--- src/design/rgbhsv_pkg.sv ---
`default_nettype none

package rgbhsv_pkg;

    localparam int CH_W       = 8;
    localparam int HUE_Q_W    = 5;                  // hue offset within a sector is 0..30
    localparam int HUE_NUM_W  = CH_W + HUE_Q_W;
    localparam int SAT_Q_W    = 8;
    localparam int SAT_NUM_W  = CH_W + SAT_Q_W;
    localparam int DIV_STEPS  = SAT_Q_W;            // one quotient bit per stage
    // sort, sector, dividend setup, divide steps, output
    localparam int NUM_STAGES = 2 + 1 + DIV_STEPS + 1;
    localparam int TDATA_W    = 3 * CH_W;

    localparam logic [CH_W-1:0] HUE_BASE_RED      = 8'd0;
    localparam logic [CH_W-1:0] HUE_BASE_RED_WRAP = 8'd180;
    localparam logic [CH_W-1:0] HUE_BASE_GREEN    = 8'd60;
    localparam logic [CH_W-1:0] HUE_BASE_BLUE     = 8'd120;
    localparam logic [CH_W-1:0] HUE_MAX           = 8'd179;

    typedef enum logic [1:0] {
        SECTOR_RED,
        SECTOR_GREEN,
        SECTOR_BLUE
    } sector_t;

    typedef struct packed {
        logic [CH_W-1:0] blue;
        logic [CH_W-1:0] green;
        logic [CH_W-1:0] red;
        logic [CH_W-1:0] max;
        logic [CH_W-1:0] min;
        sector_t         sector;
    } sort_stage_t;

    typedef struct packed {
        logic [CH_W-1:0] max;
        logic [CH_W-1:0] delta;
        logic [CH_W-1:0] diff;
        logic [CH_W-1:0] base;
        logic            sub;
    } sector_stage_t;

    typedef struct packed {
        logic                 grey;
        logic                 black;
        logic                 sub;
        logic [CH_W-1:0]      base;
        logic [CH_W-1:0]      delta;
        logic [CH_W-1:0]      max;
        logic [HUE_NUM_W-1:0] hue_acc;   // remainder above, dividend then quotient bits below
        logic [SAT_NUM_W-1:0] sat_acc;
    } div_stage_t;

    // one restoring step, remainder bits stay below the divisor
    function automatic logic [HUE_NUM_W-1:0] hue_div_step(
        input logic [HUE_NUM_W-1:0] acc,
        input logic [CH_W-1:0]      divisor
    );
        logic [CH_W:0] trial;
        logic [CH_W:0] rest;
        trial = acc[HUE_NUM_W-1 -: CH_W+1];
        rest  = trial - {1'b0, divisor};
        if (trial >= {1'b0, divisor}) begin
            return {rest[CH_W-1:0], acc[HUE_Q_W-2:0], 1'b1};
        end
        return {trial[CH_W-1:0], acc[HUE_Q_W-2:0], 1'b0};
    endfunction

    function automatic logic [SAT_NUM_W-1:0] sat_div_step(
        input logic [SAT_NUM_W-1:0] acc,
        input logic [CH_W-1:0]      divisor
    );
        logic [CH_W:0] trial;
        logic [CH_W:0] rest;
        trial = acc[SAT_NUM_W-1 -: CH_W+1];
        rest  = trial - {1'b0, divisor};
        if (trial >= {1'b0, divisor}) begin
            return {rest[CH_W-1:0], acc[SAT_Q_W-2:0], 1'b1};
        end
        return {trial[CH_W-1:0], acc[SAT_Q_W-2:0], 1'b0};
    endfunction

endpackage

`default_nettype wire

--- src/design/rgb_to_hsv_pixel.sv ---
// throughput: one pixel per cycle while the output is not held, through the
//   12-stage pipeline that resolves one saturation quotient bit in each of its
//   8 divide stages, and one hue quotient bit in each until the five are done
// reset (aresetn low, synchronous) clears the stage valid bits only;
//   data registers are not reset
`default_nettype none

module rgb_to_hsv_pixel
    import rgbhsv_pkg::*;
(
    input  wire                      aclk,
    input  wire                      aresetn,
    input  wire                      s_tvalid,
    output logic                     s_tready,
    input  wire  [TDATA_W-1:0]       s_tdata,   // blue [7:0], green [15:8], red [23:16]
    output logic                     m_tvalid,
    input  wire                      m_tready,
    output logic [TDATA_W-1:0]       m_tdata    // hue_half_deg [7:0], saturation [15:8], value [23:16]
);

    localparam int LAST = NUM_STAGES - 1;
    localparam int DIV0 = 2;                      // valid index of the dividend stage

    // stage valid bits and load enables
    logic [NUM_STAGES-1:0] vld_reg;
    logic [NUM_STAGES-1:0] vld_next;
    logic [NUM_STAGES-1:0] stg_en;

    // a stage loads when it is empty or its content moves on this cycle,
    // so bubbles collapse while the output holds
    assign stg_en[LAST] = !vld_reg[LAST] || m_tready;
    for (genvar i = 0; i < LAST; i++) begin : g_en
        assign stg_en[i] = !vld_reg[i] || stg_en[i+1];
    end

    assign s_tready = stg_en[0];
    assign m_tvalid = vld_reg[LAST];

    always_comb begin
        vld_next = vld_reg;
        for (int i = 0; i < NUM_STAGES; i++) begin
            if (stg_en[i]) begin
                vld_next[i] = (i == 0) ? s_tvalid : vld_reg[(i == 0) ? 0 : i-1];
            end
        end
    end

    always_ff @(posedge aclk) begin
        if (!aresetn) begin
            vld_reg <= '0;
        end else begin
            vld_reg <= vld_next;
        end
    end

    // stage 1: max, min and hue sector (red wins ties, then green)
    sort_stage_t sort_reg;
    sort_stage_t sort_next;
    logic [CH_W-1:0] in_blue;
    logic [CH_W-1:0] in_green;
    logic [CH_W-1:0] in_red;

    assign in_blue  = s_tdata[CH_W-1:0];
    assign in_green = s_tdata[2*CH_W-1:CH_W];
    assign in_red   = s_tdata[3*CH_W-1:2*CH_W];

    always_comb begin
        sort_next.blue  = in_blue;
        sort_next.green = in_green;
        sort_next.red   = in_red;
        if (in_red >= in_green && in_red >= in_blue) begin
            sort_next.sector = SECTOR_RED;
            sort_next.max    = in_red;
        end else if (in_green >= in_blue) begin
            sort_next.sector = SECTOR_GREEN;
            sort_next.max    = in_green;
        end else begin
            sort_next.sector = SECTOR_BLUE;
            sort_next.max    = in_blue;
        end
        if (in_red <= in_green && in_red <= in_blue) begin
            sort_next.min = in_red;
        end else if (in_green <= in_blue) begin
            sort_next.min = in_green;
        end else begin
            sort_next.min = in_blue;
        end
    end

    always_ff @(posedge aclk) begin
        if (stg_en[0]) begin
            sort_reg <= sort_next;
        end
    end

    // stage 2: delta, and the signed channel difference inside the sector
    // as a magnitude plus a subtract flag
    sector_stage_t sec_reg;
    sector_stage_t sec_next;

    always_comb begin
        sec_next.max   = sort_reg.max;
        sec_next.delta = sort_reg.max - sort_reg.min;
        case (sort_reg.sector)
            SECTOR_RED: begin
                // negative red hue wraps by a full turn
                sec_next.sub  = sort_reg.green < sort_reg.blue;
                sec_next.diff = sec_next.sub ? sort_reg.blue - sort_reg.green
                                             : sort_reg.green - sort_reg.blue;
                sec_next.base = sec_next.sub ? HUE_BASE_RED_WRAP : HUE_BASE_RED;
            end
            SECTOR_GREEN: begin
                sec_next.sub  = sort_reg.blue < sort_reg.red;
                sec_next.diff = sec_next.sub ? sort_reg.red - sort_reg.blue
                                             : sort_reg.blue - sort_reg.red;
                sec_next.base = HUE_BASE_GREEN;
            end
            SECTOR_BLUE: begin
                sec_next.sub  = sort_reg.red < sort_reg.green;
                sec_next.diff = sec_next.sub ? sort_reg.green - sort_reg.red
                                             : sort_reg.red - sort_reg.green;
                sec_next.base = HUE_BASE_BLUE;
            end
            default: begin
                sec_next.sub  = 1'b0;
                sec_next.diff = '0;
                sec_next.base = HUE_BASE_RED;
            end
        endcase
    end

    always_ff @(posedge aclk) begin
        if (stg_en[1]) begin
            sec_reg <= sec_next;
        end
    end

    // stage 3: dividends
    //   hue offset = floor(30*diff/delta), or ceil of it when subtracting,
    //   done as floor((30*diff + delta - 1)/delta)
    //   saturation = floor(255*delta/max)
    div_stage_t div_reg [0:DIV_STEPS];
    div_stage_t div_first;
    logic [HUE_NUM_W-1:0] diff_x30;
    logic [HUE_NUM_W-1:0] round_up;

    assign diff_x30 = (HUE_NUM_W'(sec_reg.diff) << 5) - (HUE_NUM_W'(sec_reg.diff) << 1);
    assign round_up = sec_reg.sub ? {{(HUE_NUM_W-CH_W){1'b0}}, sec_reg.delta - 1'b1} : '0;

    always_comb begin
        div_first.grey    = (sec_reg.delta == '0);
        div_first.black   = (sec_reg.max == '0);
        div_first.sub     = sec_reg.sub;
        div_first.base    = sec_reg.base;
        div_first.delta   = sec_reg.delta;
        div_first.max     = sec_reg.max;
        div_first.hue_acc = div_first.grey ? '0 : diff_x30 + round_up;
        div_first.sat_acc = {sec_reg.delta, {SAT_Q_W{1'b0}}}
                          - {{SAT_Q_W{1'b0}}, sec_reg.delta};
    end

    always_ff @(posedge aclk) begin
        if (stg_en[DIV0]) begin
            div_reg[0] <= div_first;
        end
    end

    // divide stages: one quotient bit of each divider per stage,
    // the hue divider finishes after its five bits and rides along
    div_stage_t div_next [1:DIV_STEPS];

    for (genvar k = 1; k <= DIV_STEPS; k++) begin : g_div
        always_comb begin
            div_next[k]         = div_reg[k-1];
            div_next[k].sat_acc = sat_div_step(div_reg[k-1].sat_acc, div_reg[k-1].max);
            if (k <= HUE_Q_W) begin
                div_next[k].hue_acc = hue_div_step(div_reg[k-1].hue_acc,
                                                   div_reg[k-1].delta);
            end
        end

        always_ff @(posedge aclk) begin
            if (stg_en[DIV0+k]) begin
                div_reg[k] <= div_next[k];
            end
        end
    end

    // output stage: sector base plus or minus the offset, special cases forced
    logic [CH_W-1:0] hue_reg;
    logic [CH_W-1:0] hue_next;
    logic [CH_W-1:0] sat_reg;
    logic [CH_W-1:0] sat_next;
    logic [CH_W-1:0] value_reg;
    logic [CH_W-1:0] hue_ofs;

    assign hue_ofs = {{(CH_W-HUE_Q_W){1'b0}}, div_reg[DIV_STEPS].hue_acc[HUE_Q_W-1:0]};

    always_comb begin
        if (div_reg[DIV_STEPS].grey) begin
            hue_next = '0;
        end else if (div_reg[DIV_STEPS].sub) begin
            hue_next = div_reg[DIV_STEPS].base - hue_ofs;
        end else begin
            hue_next = div_reg[DIV_STEPS].base + hue_ofs;
        end
        sat_next = div_reg[DIV_STEPS].black ? '0 : div_reg[DIV_STEPS].sat_acc[SAT_Q_W-1:0];
    end

    always_ff @(posedge aclk) begin
        if (stg_en[LAST]) begin
            hue_reg   <= hue_next;
            sat_reg   <= sat_next;
            value_reg <= div_reg[DIV_STEPS].max;
        end
    end

    assign m_tdata = {value_reg, sat_reg, hue_reg};

    // hue stays below a full turn, at most HUE_MAX
    a_hue_range: assert property (@(posedge aclk) disable iff (!aresetn)
        m_tvalid |-> hue_reg <= HUE_MAX)
        else $error("hue out of range");

    // a colored pixel always has some saturation
    a_hue_sat: assert property (@(posedge aclk) disable iff (!aresetn)
        (m_tvalid && hue_reg != '0) |-> sat_reg != '0)
        else $error("nonzero hue with zero saturation");

    // black pixel gives zero hue and saturation
    a_black: assert property (@(posedge aclk) disable iff (!aresetn)
        (m_tvalid && value_reg == '0) |-> (sat_reg == '0 && hue_reg == '0))
        else $error("black pixel with nonzero hue or saturation");

    // input back-pressure only while the output is held
    a_backpressure: assert property (@(posedge aclk) disable iff (!aresetn)
        !s_tready |-> (m_tvalid && !m_tready))
        else $error("input stalled without output stall");

endmodule

`default_nettype wire

--- config.mk ---
export PLATFORM = sky130hd
export DESIGN_NAME = rgb_to_hsv_pixel
export DESIGN_NICKNAME = d
export VERILOG_FILES = /design/src/design/rgbhsv_pkg.sv /design/src/design/rgb_to_hsv_pixel.sv
export SDC_FILE = /design/constraint.sdc
export NUM_CORES = 1
export LEC_CHECK = 0
export BUFFER_PORTS_ARGS = -buffer_cell sky130_fd_sc_hd__buf_2
export CAP_MARGIN = 10
export CORE_UTILIZATION = 60
export DETAILED_ROUTE_END_ITERATION = 10
export GPL_TIMING_DRIVEN = 0
export PLACE_DENSITY = 0.77
export SLEW_MARGIN = 5
export SYNTH_ARGS = -nofsm -noshare
export SYNTH_HDL_FRONTEND = slang
export SYNTH_SLANG_ARGS = --single-unit
--- constraint.sdc ---
create_clock -name aclk -period 3.98 [get_ports aclk]
set_input_delay 0.199 -clock aclk [delete_from_list [all_inputs] [get_ports aclk]]
set_output_delay 0.199 -clock aclk [all_outputs]
set_load 0.01 [all_outputs]
Word-level counts from Yosys, hierarchy flattened
Memory sizes are Yosys's and may differ from the RTL's.
Index checks and enable logic that the tools add are counted.
- logic and storage cells: 176
- output and inout bits: 26
- memories: 1
- RAM bits: 504
- bits in registers: 111
- input bits: 28
- order comparisons: 22
- equal/unequal tests: 2
- add/sub/neg operators: 26
- reduce and logical (&&, ||, !) cells: 29
- mux-type cells: 70
- memory list (name ; words ; bits a word ; rd ports ; clocked after Yosys merged registers in ; wr ports ; line ; RTL):
    div_reg ; 9 ; 56 ; 9 ; 0 ; 9 ; rgb_to_hsv_pixel.sv:142 ; div_stage_t div_reg [0:DIV_STEPS];
- operator list (cell ; count):
    $mux 16 ; 16
    $sub 8x8->8 ; 20
    $mux 13 ; 11
    $ge 9x8->1 ; 13
    $mux 8 ; 10
    $pmux 17 s3 ; 1
    $mux 1 ; 31
    $ge 8x8->1 ; 3
    $le 8x8->1 ; 3
    $lt 8x8->1 ; 3
    $logic_not 8->1 ; 2
    $sub 16x8->16 ; 1
    $add 13x8->13 ; 1
    $sub 13x9->13 ; 1
    $logic_not 1->1 ; 12
    $logic_or 1x1->1 ; 12
    $add 8x5->8 ; 1
    $sub 8x1->8 const B ; 1
    $sub 8x5->8 ; 1
    $eq 2x1->1 const B ; 1
    $eq 2x2->1 const B ; 1
    $logic_and 1x1->1 ; 2
    $logic_not 2->1 ; 1
    $mux 2 ; 1

Logic depth before layout (Yosys ltp)
Gate-level depths: netlist of run 1.
- depth in word-level cells: 13
- depth in mapped cells: 15

Worst setup path before layout of run 1
No wires, ideal clock.
- path type: reg-to-reg
- start point: register sec_reg, in the netlist div_first[37]
- end point: memory div_reg[0][26] (netlist name) (data pin)
- path buffers: 0
- stages on the path, launching flop included: 16
- setup slack: 0.514 ns
- arrival time: 3.206 ns
- required time: 3.720 ns
- path through: edfxtp_1 > inv_1 > ha_1 > nand2b_1 > or3_1 > nor3_1 > nor2b_1 > nand2b_1 > fa_1 > inv_1 > ha_1 > nand2_1 > o21ai_0 > a21oi_1 > o21ai_0 > mux2_2
- RTL lines (item ; line ; RTL):
    from (decl) ; rgb_to_hsv_pixel.sv:98 ; sector_stage_t sec_reg;
    from (signal assigned) ; rgb_to_hsv_pixel.sv:134 ; sec_reg <= sec_next;
    to (decl) ; rgb_to_hsv_pixel.sv:142 ;

==> results of run 1 <==
[metrics by stage]
step                area, sq um  utilization (%)  total power, mW  worst slack, ns  std cells
floorplan                 25400                -             16.2            0.514       1890
global placement          26300             63.6             17.8           -0.168       2475
detailed placement        26500             64.1             18.2           0.0198       2483
CTS                       28400             68.7             23.1          0.00583       2606
global route              28400             68.9             24.4          -0.0957       2609
finish                    28400             68.9             22.9            0.136       2609
[final timing paths]
kind,startpoint,to,slack (ns),cells after the start
min,s_tdata[7],sort_reg[41]$_DFFE_PP_,0.36,2
min reg2reg,div_reg[0][166]$_DFFE_PP_,div_reg[0][222]$_DFFE_PP_,0.41,0
max reg2reg,div_first[37]$_DFFE_PP_,div_reg[0][26]$_SDFFCE_PP0P_,0.14,15
max,div_first[37]$_DFFE_PP_,div_reg[0][26]$_SDFFCE_PP0P_,0.14,15
[final cells by class]
class	instances	area, sq um
Multi-Input combinational cell	1117	9240
Clock inverter	28	239
Fill cell	2798	12900
Timing Repair inverter	1	5.00
Inverter	249	938
Sequential cell	508	15100
Buffer	16	87.6
Clock buffer	67	1400
Timing Repair Buffer	91	733
Tap cell	532	666
[Yosys cell counts (10+ instances only)]
library cell / n
sky130_fd_sc_hd__xor2_1: 26
sky130_fd_sc_hd__mux2i_1: 59
sky130_fd_sc_hd__xnor2_1: 51
sky130_fd_sc_hd__o21a_1: 22
sky130_fd_sc_hd__nor2_1: 105
sky130_fd_sc_hd__a21oi_1: 72
sky130_fd_sc_hd__o21ai_0: 81
sky130_fd_sc_hd__a211oi_1: 11
sky130_fd_sc_hd__nand4_1: 32
sky130_fd_sc_hd__o21ai_1: 11
sky130_fd_sc_hd__dfxtp_1: 12
sky130_fd_sc_hd__mux2_2: 68
sky130_fd_sc_hd__a21boi_0: 15
sky130_fd_sc_hd__fa_1: 22
sky130_fd_sc_hd__nor3_1: 10
sky130_fd_sc_hd__nand2_1: 52
sky130_fd_sc_hd__nand2b_1: 29
sky130_fd_sc_hd__a21o_1: 49
sky130_fd_sc_hd__edfxtp_1: 496
sky130_fd_sc_hd__ha_1: 207
sky130_fd_sc_hd__o21bai_1: 12
sky130_fd_sc_hd__inv_1: 245
sky130_fd_sc_hd__nor2b_1: 54
[kinds of logic after synthesis]
| logic type | after synthesis |
|---|---|
| multiplexers | 131 |
| XOR/XNOR | 77 |
| flip-flops | 508 |
| AO/OA/AOI/OAI | 340 |
| buffers and inverters | 265 |
| adder cells (fa/ha/maj) | 229 |
| AND/OR/NAND/NOR | 340 |
[layer usage]
layer	track usage [%]	vias up
li1	-	7161
met1	22.9	6899
met2	39.5	244
met3	3.18	101
met4	9.01	0
met5	0	-
[what timing repair did]
action,in CTS,in global routing
hold buffers,26,1
pin swaps,0,0
setup endpoints to repair,2,4
resized for setup,2,6
setup buffers,1,2
endpoints found under the hold margin,27,1
gates cloned,1,0
[power by group through the flow]
stage          logic [mW]  registers (mW)  clock network (mW)
2_1_floorplan        6.91            9.29                   0
4_1_cts              8.83            9.53                4.69
5_1_grt              9.82            9.72                4.90
3_5_place_dp         8.65            9.59                   0
3_3_place_gp         8.28            9.51                   0
6_report             8.83            9.52                4.58
==> results.json, run 1 <==
{
  "clkPwrFrac_pct": 20.0,
  "num_vias": 14405,
  "core_region_area_sq_mm": 0.0413,
  "critPathTopFamily": "adder cells",
  "timing.final.max_slew_violations": 0,
  "detailedPlacementHpwl_um": 32400,
  "synthFlopType": "sky130_fd_sc_hd__edfxtp_1",
  "routed_wire_length_per_instance_um": 16.9,
  "min-delay-path-class": "input pin to flip-flop",
  "boundaryPins": 54,
  "grt_max_degree": 48,
  "routabilityCongestion": 0.941,
  "tritoncts.num_buffers": 51,
  "synth_nets": 2147,
  "setup_viol": 0,
  "clock_tree.buffer_depth": 3,
  "cp_data_required_time_ns": 4.32,
  "status": "finished clean",
  "synthesis.area_per_instance_sq_um": 13.4,
  "most-common-layout-cells": "sky130_fd_sc_hd__edfxtp_1 (496), sky130_fd_sc_hd__inv_1 (242), sky130_fd_sc_hd__ha_1 (207)",
  "finalWorstPathRequiredPeriod_ns": 3.84,
  "finalHoldViolations": 0,
  "grt_first_pass_wirelength_um": 71900,
  "path_buf_inv": 2,
  "tritoncts": "built",
  "slew-limit-headroom_pct": 24.1,
  "pwr_density_cell_mw_per_mm2": 806,
  "syn-instance-count": 1890,
  "synth_compound_area_share_pct": 9.21,
  "end_kind": "flip-flop",
  "vias_per_cell": 5.52,
  "post-synth-top-area-cell": "sky130_fd_sc_hd__edfxtp_1",
  "seq_power_share_pct": 41.5,
  "design.final.nets": 2292,
  "arrival_worst_endpoint_ns": 4.18,
  "rsz0062_at_grt": "yes",
  "insertedDiodeCount": 0,
  "synth_edf_count": 496,
  "post_synthesis_share_of_cell_area_spent_on_and_or_nand_and_nor_gates_pct": 6.91,
  "met3_layer_wire_length_in_the_routed_design_um": 1260,
  "fraction_of_power_spent_switching_nets_pct": 32.2,
  "maxCapViolCount": 0,
  "globalRouteTotalUtil_pct": 20.8,
  "clock.fmax_mhz": 260,
  "yosys_warnings": 0,
  "synth_fa_ha_area_share_pct": 12.0,
  "critPathLaunchType": "flip-flop",
  "io_buffer_count": 53,
  "worstSetupPathType": "flip-flop to flip-flop",
  "core.rowCount": 74,
  "yosys.cell_types.count": 66,
  "top_cell_type_s_share_of_synthesized_area_pct": 58.8,
  "vdd_ir_drop_max_mv": 0.451,
  "die_area_sq_mm": 0.0431,
  "synth_xor_xnor_area_share_pct": 2.66,
  "clock_latency_ns": 0.59,
  "cp_cell_sequence": "inv_1 -> ha_1 -> nand2b_1 -> or3_1 -> nor3_2 -> nor2b_1 -> nand2b_1 -> fa_1 -> inv_1 -> ha_1 -> nand2_1 -> o21ai_1 -> a21oi_1 -> o21ai_0 -> mux2_2",
  "initialDrtViolationCount": 846,
  "wl_met1_um": 17500,
  "drt.antenna.violating_nets": 0,
  "slew_worst_pin_ns": 1.14,
  "number_of_iterations_in_the_first_detailed_routing_pass": 6,
  "slowest_delay_ns": 0.50,
  "layout_area_growth_over_synthesis_pct": 12.2,
  "yosysSeqAreaShare_pct": 59.7,
  "cts.reportedPaths.clkPinSlew_ns": 0.06,
  "remaining_drc_errors": 0,
  "fp.dieH_um": 208,
  "die_x_um": 208,
  "crit_slowest_cell": "sky130_fd_sc_hd__edfxtp_1",
  "final.period_utilization_pct": 96.6,
  "grt_pass1_vias": 14927,
  "hold-worst-slack_ns": 0.365,
  "synth-seq-cells": 508,
  "cell_internal_pwr_mw": 15.5,
  "grt_antenna_before_repair": 0,
  "post_synth_instance_area_sq_mm": 0.0254,
  "numClockSinks": 508,
  "wl_um": 44000,
  "multiplexer_fraction_of_the_synthesized_cell_area_pct": 5.53,
  "gr-total-overflow": 0,
  "proportion_of_layout_cells_with_a_drive_suffix_above_1_pct": 12.4,
  "leading_cell_type_in_the_layout_fill_and_taps_excluded": "sky130_fd_sc_hd__edfxtp_1",
  "power_frac_comb_pct": 38.5,
  "totalNegativeSetupSlack_ns": 0,
  "route.met2.wl_um": 23600,
  "h-tree-depth": 2,
  "main_combinational_cell_family_by_area_after_synthesis": "adder cells",
  "worstPathMaxFanout": 6,
  "ys_top_cells_by_area": "sky130_fd_sc_hd__edfxtp_1 (59%), sky130_fd_sc_hd__ha_1 (10%), sky130_fd_sc_hd__inv_1 (3.6%)",
  "static-leakage-power_nw": 12.1,
  "initial_utilization_pct": 61.4,
  "power_switching_mw": 7.39,
  "largest_register_ff_count": 400,
  "route.top_layer_used": "met4",
  "asyncSetResetFlopFracSynth_pct": 0,
  "clock_skew_ns": 0.0293,
  "cts_root_buffer": "sky130_fd_sc_hd__clkbuf_16"
}
No activity file was read; power rests on OpenSTA's default activity.
==> inputs of run 2 (changes only) <==
- BUFFER_PORTS_ARGS: -buffer_cell sky130_fd_sc_hd__buf_2 -> not set
- CORE_UTILIZATION: 60 -> 64
- DONT_BUFFER_PORTS: not set -> 1
- PLACE_DENSITY: 0.77 -> 0.8
==> run 2 against run 1 <==
  * Setup slack better by 0.0088 ns
  * Die area fell by 6.2%
  * Flip-flop and latch count is the same
  * Wire length up 5.1%
  * Combinational power up 1%
  * Non-clock buffer count shrank 51
  * Worst hold slack worse by 0.31 ns
  * Critical path type unchanged
  * Highest routed layer unchanged
==> results.json, run 2 (same netlist as run 1, synthesis figures left out) <==
{
  "timing.final.max_slew_violations": 0,
  "vias_per_cell": 5.71,
  "clock_skew_ns": 0.0260,
  "insertedDiodeCount": 0,
  "cts_root_buffer": "sky130_fd_sc_hd__clkbuf_16",
  "io_buffer_count": 0,
  "tritoncts.num_buffers": 51,
  "routabilityCongestion": 0.907,
  "post_dp_cell_area_sq_mm": 0.0262,
  "die_x_um": 201,
  "maxCapViolCount": 0,
  "final_cell_area_sq_mm": 0.0283,
  "critPathTopFamily": "simple AND/OR/NAND/NOR gates",
  "critical_path.most_common_cell": "sky130_fd_sc_hd__o21ai_0",
  "h-tree-depth": 2,
  "critPathLaunchType": "flip-flop",
  "setup_viol": 0,
  "globalRouteTotalUtil_pct": 23.4,
  "largest_register_ff_count": 400,
  "cts.reportedPaths.clkPinSlew_ns": 0.06,
  "number_of_iterations_in_the_first_detailed_routing_pass": 5,
  "gr-total-overflow": 0,
  "cp_cell_sequence": "nor3_1 -> nand2_1 -> or2_2 -> nor3_2 -> o21ai_0 -> fa_1 -> inv_1 -> ha_1 -> or3_1 -> o21ai_0 -> a211o_1 -> nand3_1 -> nor3b_1",
  "initial_utilization_pct": 65.3,
  "numClockSinks": 508,
  "slowest_delay_ns": 0.53,
  "layout_area_growth_over_synthesis_pct": 11.7,
  "most-common-layout-cells": "sky130_fd_sc_hd__edfxtp_1 (496), sky130_fd_sc_hd__inv_1 (242), sky130_fd_sc_hd__ha_1 (207)",
  "boundaryPins": 54,
  "ff2ff_setup_slack_ns": 0.14,
  "pwr_density_cell_mw_per_mm2": 831,
  "slew_worst_pin_ns": 1.11,
  "vdd_ir_drop_max_mv": 0.429,
  "grt_antenna_before_repair": 0,
  "total_power_mw": 23.5,
  "proportion_of_layout_cells_with_a_drive_suffix_above_1_pct": 10.1,
  "finalHoldViolations": 0,
  "end_kind": "flip-flop",
  "cp_data_required_time_ns": 4.27,
  "core_region_area_sq_mm": 0.0388,
  "static-leakage-power_nw": 11.9,
  "worstPathMaxFanout": 6,
  "rsz0062_at_grt": "yes",
  "tritoncts": "built",
  "core.rowCount": 72,
  "design.final.nets": 2241,
  "worstSetupPathType": "flip-flop to flip-flop",
  "wl_um": 46300,
  "initialDrtViolationCount": 819,
  "routed_wire_length_per_instance_um": 18.2,
  "status": "finished clean",
  "finalWorstPathRequiredPeriod_ns": 3.84,
  "slew-limit-headroom_pct": 26.2,
  "grt_first_pass_wirelength_um": 74800,
  "grt_pass1_vias": 15214,
  "min-delay-path-class": "input pin to flip-flop",
  "clock_tree.buffer_depth": 3,
  "drt.antenna.violating_nets": 0,
  "num_vias": 14520,
  "fp.dieH_um": 201,
  "clock.fmax_mhz": 261,
  "final.period_utilization_pct": 96.4,
  "leading_cell_type_in_the_layout_fill_and_taps_excluded": "sky130_fd_sc_hd__edfxtp_1",
  "crit_slowest_cell": "sky130_fd_sc_hd__fa_1",
  "arrival_worst_endpoint_ns": 4.12,
  "remaining_drc_errors": 0,
  "die_area_sq_mm": 0.0404,
  "path_buf_inv": 1,
  "detailedPlacementHpwl_um": 33200,
  "clock_latency_ns": 0.59,
  "grt_max_degree": 48
}
-- run 2: cell count changes in the layout (fill, tap and decap cells not counted), sizes merged --
| cell | delta |
|---|---|
| buf | -52 |
| bufinv | +7 |
| clkbuf | -9 |
| clkinv | +1 |
| clkinvlp | -1 |
| dlygate4sd3 | +1 |
| inv | +1 |
-- run 2: report_power, final --
part	internal (mW)	switching [mW]
combinational	4.18	4.75
clock	3.03	1.96
sequential	8.65	0.969
total	15.9	7.68
-- run 2: path summary, 6_finish.rpt --
path / start / to / cells after the start
worst max-delay path: div_first[37]$_DFFE_PP_ / div_reg[0][27]$_SDFFCE_PP0P_ / 13
worst min-delay path: s_tdata[12] / sort_reg[6]$_DFFE_PP_ / 3
worst max register to register: div_first[37]$_DFFE_PP_ / div_reg[0][27]$_SDFFCE_PP0P_ / 13
worst min register to register: div_reg[0][218]$_DFFE_PP_ / div_reg[0][274]$_DFFE_PP_ / 0
-- run 2: final cells by class --
type                            instances  area, sq um
Clock inverter                         36          448
Buffer                                 16         87.6
Tap cell                              518          648
Timing Repair Buffer                   40          505
Timing Repair inverter                  1         5.00
Inverter                              249          938
Sequential cell                       508        15100
Clock buffer                           58         1320
Fill cell                            2329        10500
Multi-Input combinational cell       1117         9230
-- run 2: tightest hold or removal path, delay by kind of cell --
kind | cells | cell delay, ns
buffers and inverters | 1 | 0.04
muxes | 2 | 0.28
-- run 2: routing by layer --
| layer | GRT usage [%] | wire, um | up-vias |
|---|---|---|---|
| met5 | 0 | 0 | - |
| met3 | 3.85 | 1580 | 142 |
| met2 | 44.1 | 24700 | 342 |
| met4 | 12.1 | 2250 | 0 |
| met1 | 25.0 | 17800 | 6965 |
| li1 | - | - | 7071 |
-- run 2: stage by stage --
| step | hold WS [ns] | TNS, ns | util, % | cells | setup slack, ns |
|---|---|---|---|---|---|
| after floorplan | 0.298 | 0 | - | 1890 | 0.514 |
| after global placement | 0.298 | -34.66 | 67.0 | 2408 | -0.300 |
| after detailed placement | 0.298 | -0.0215 | 67.4 | 2416 | -0.0215 |
| after CTS | 0.0209 | 0 | 72.8 | 2540 | 0.0268 |
| after global routing | 0.0404 | -0.0253 | 72.9 | 2543 | -0.0253 |
| final | 0.0538 | 0 | 72.9 | 2543 | 0.145 |
-- run 2: timing repair --
item	in CTS	in global routing
hold endpoints to repair	48	0
cloned	1	0
endpoints found under the setup margin	2	4
hold buffers	28	0
buffers inserted	1	2
gates resized for setup	2	8
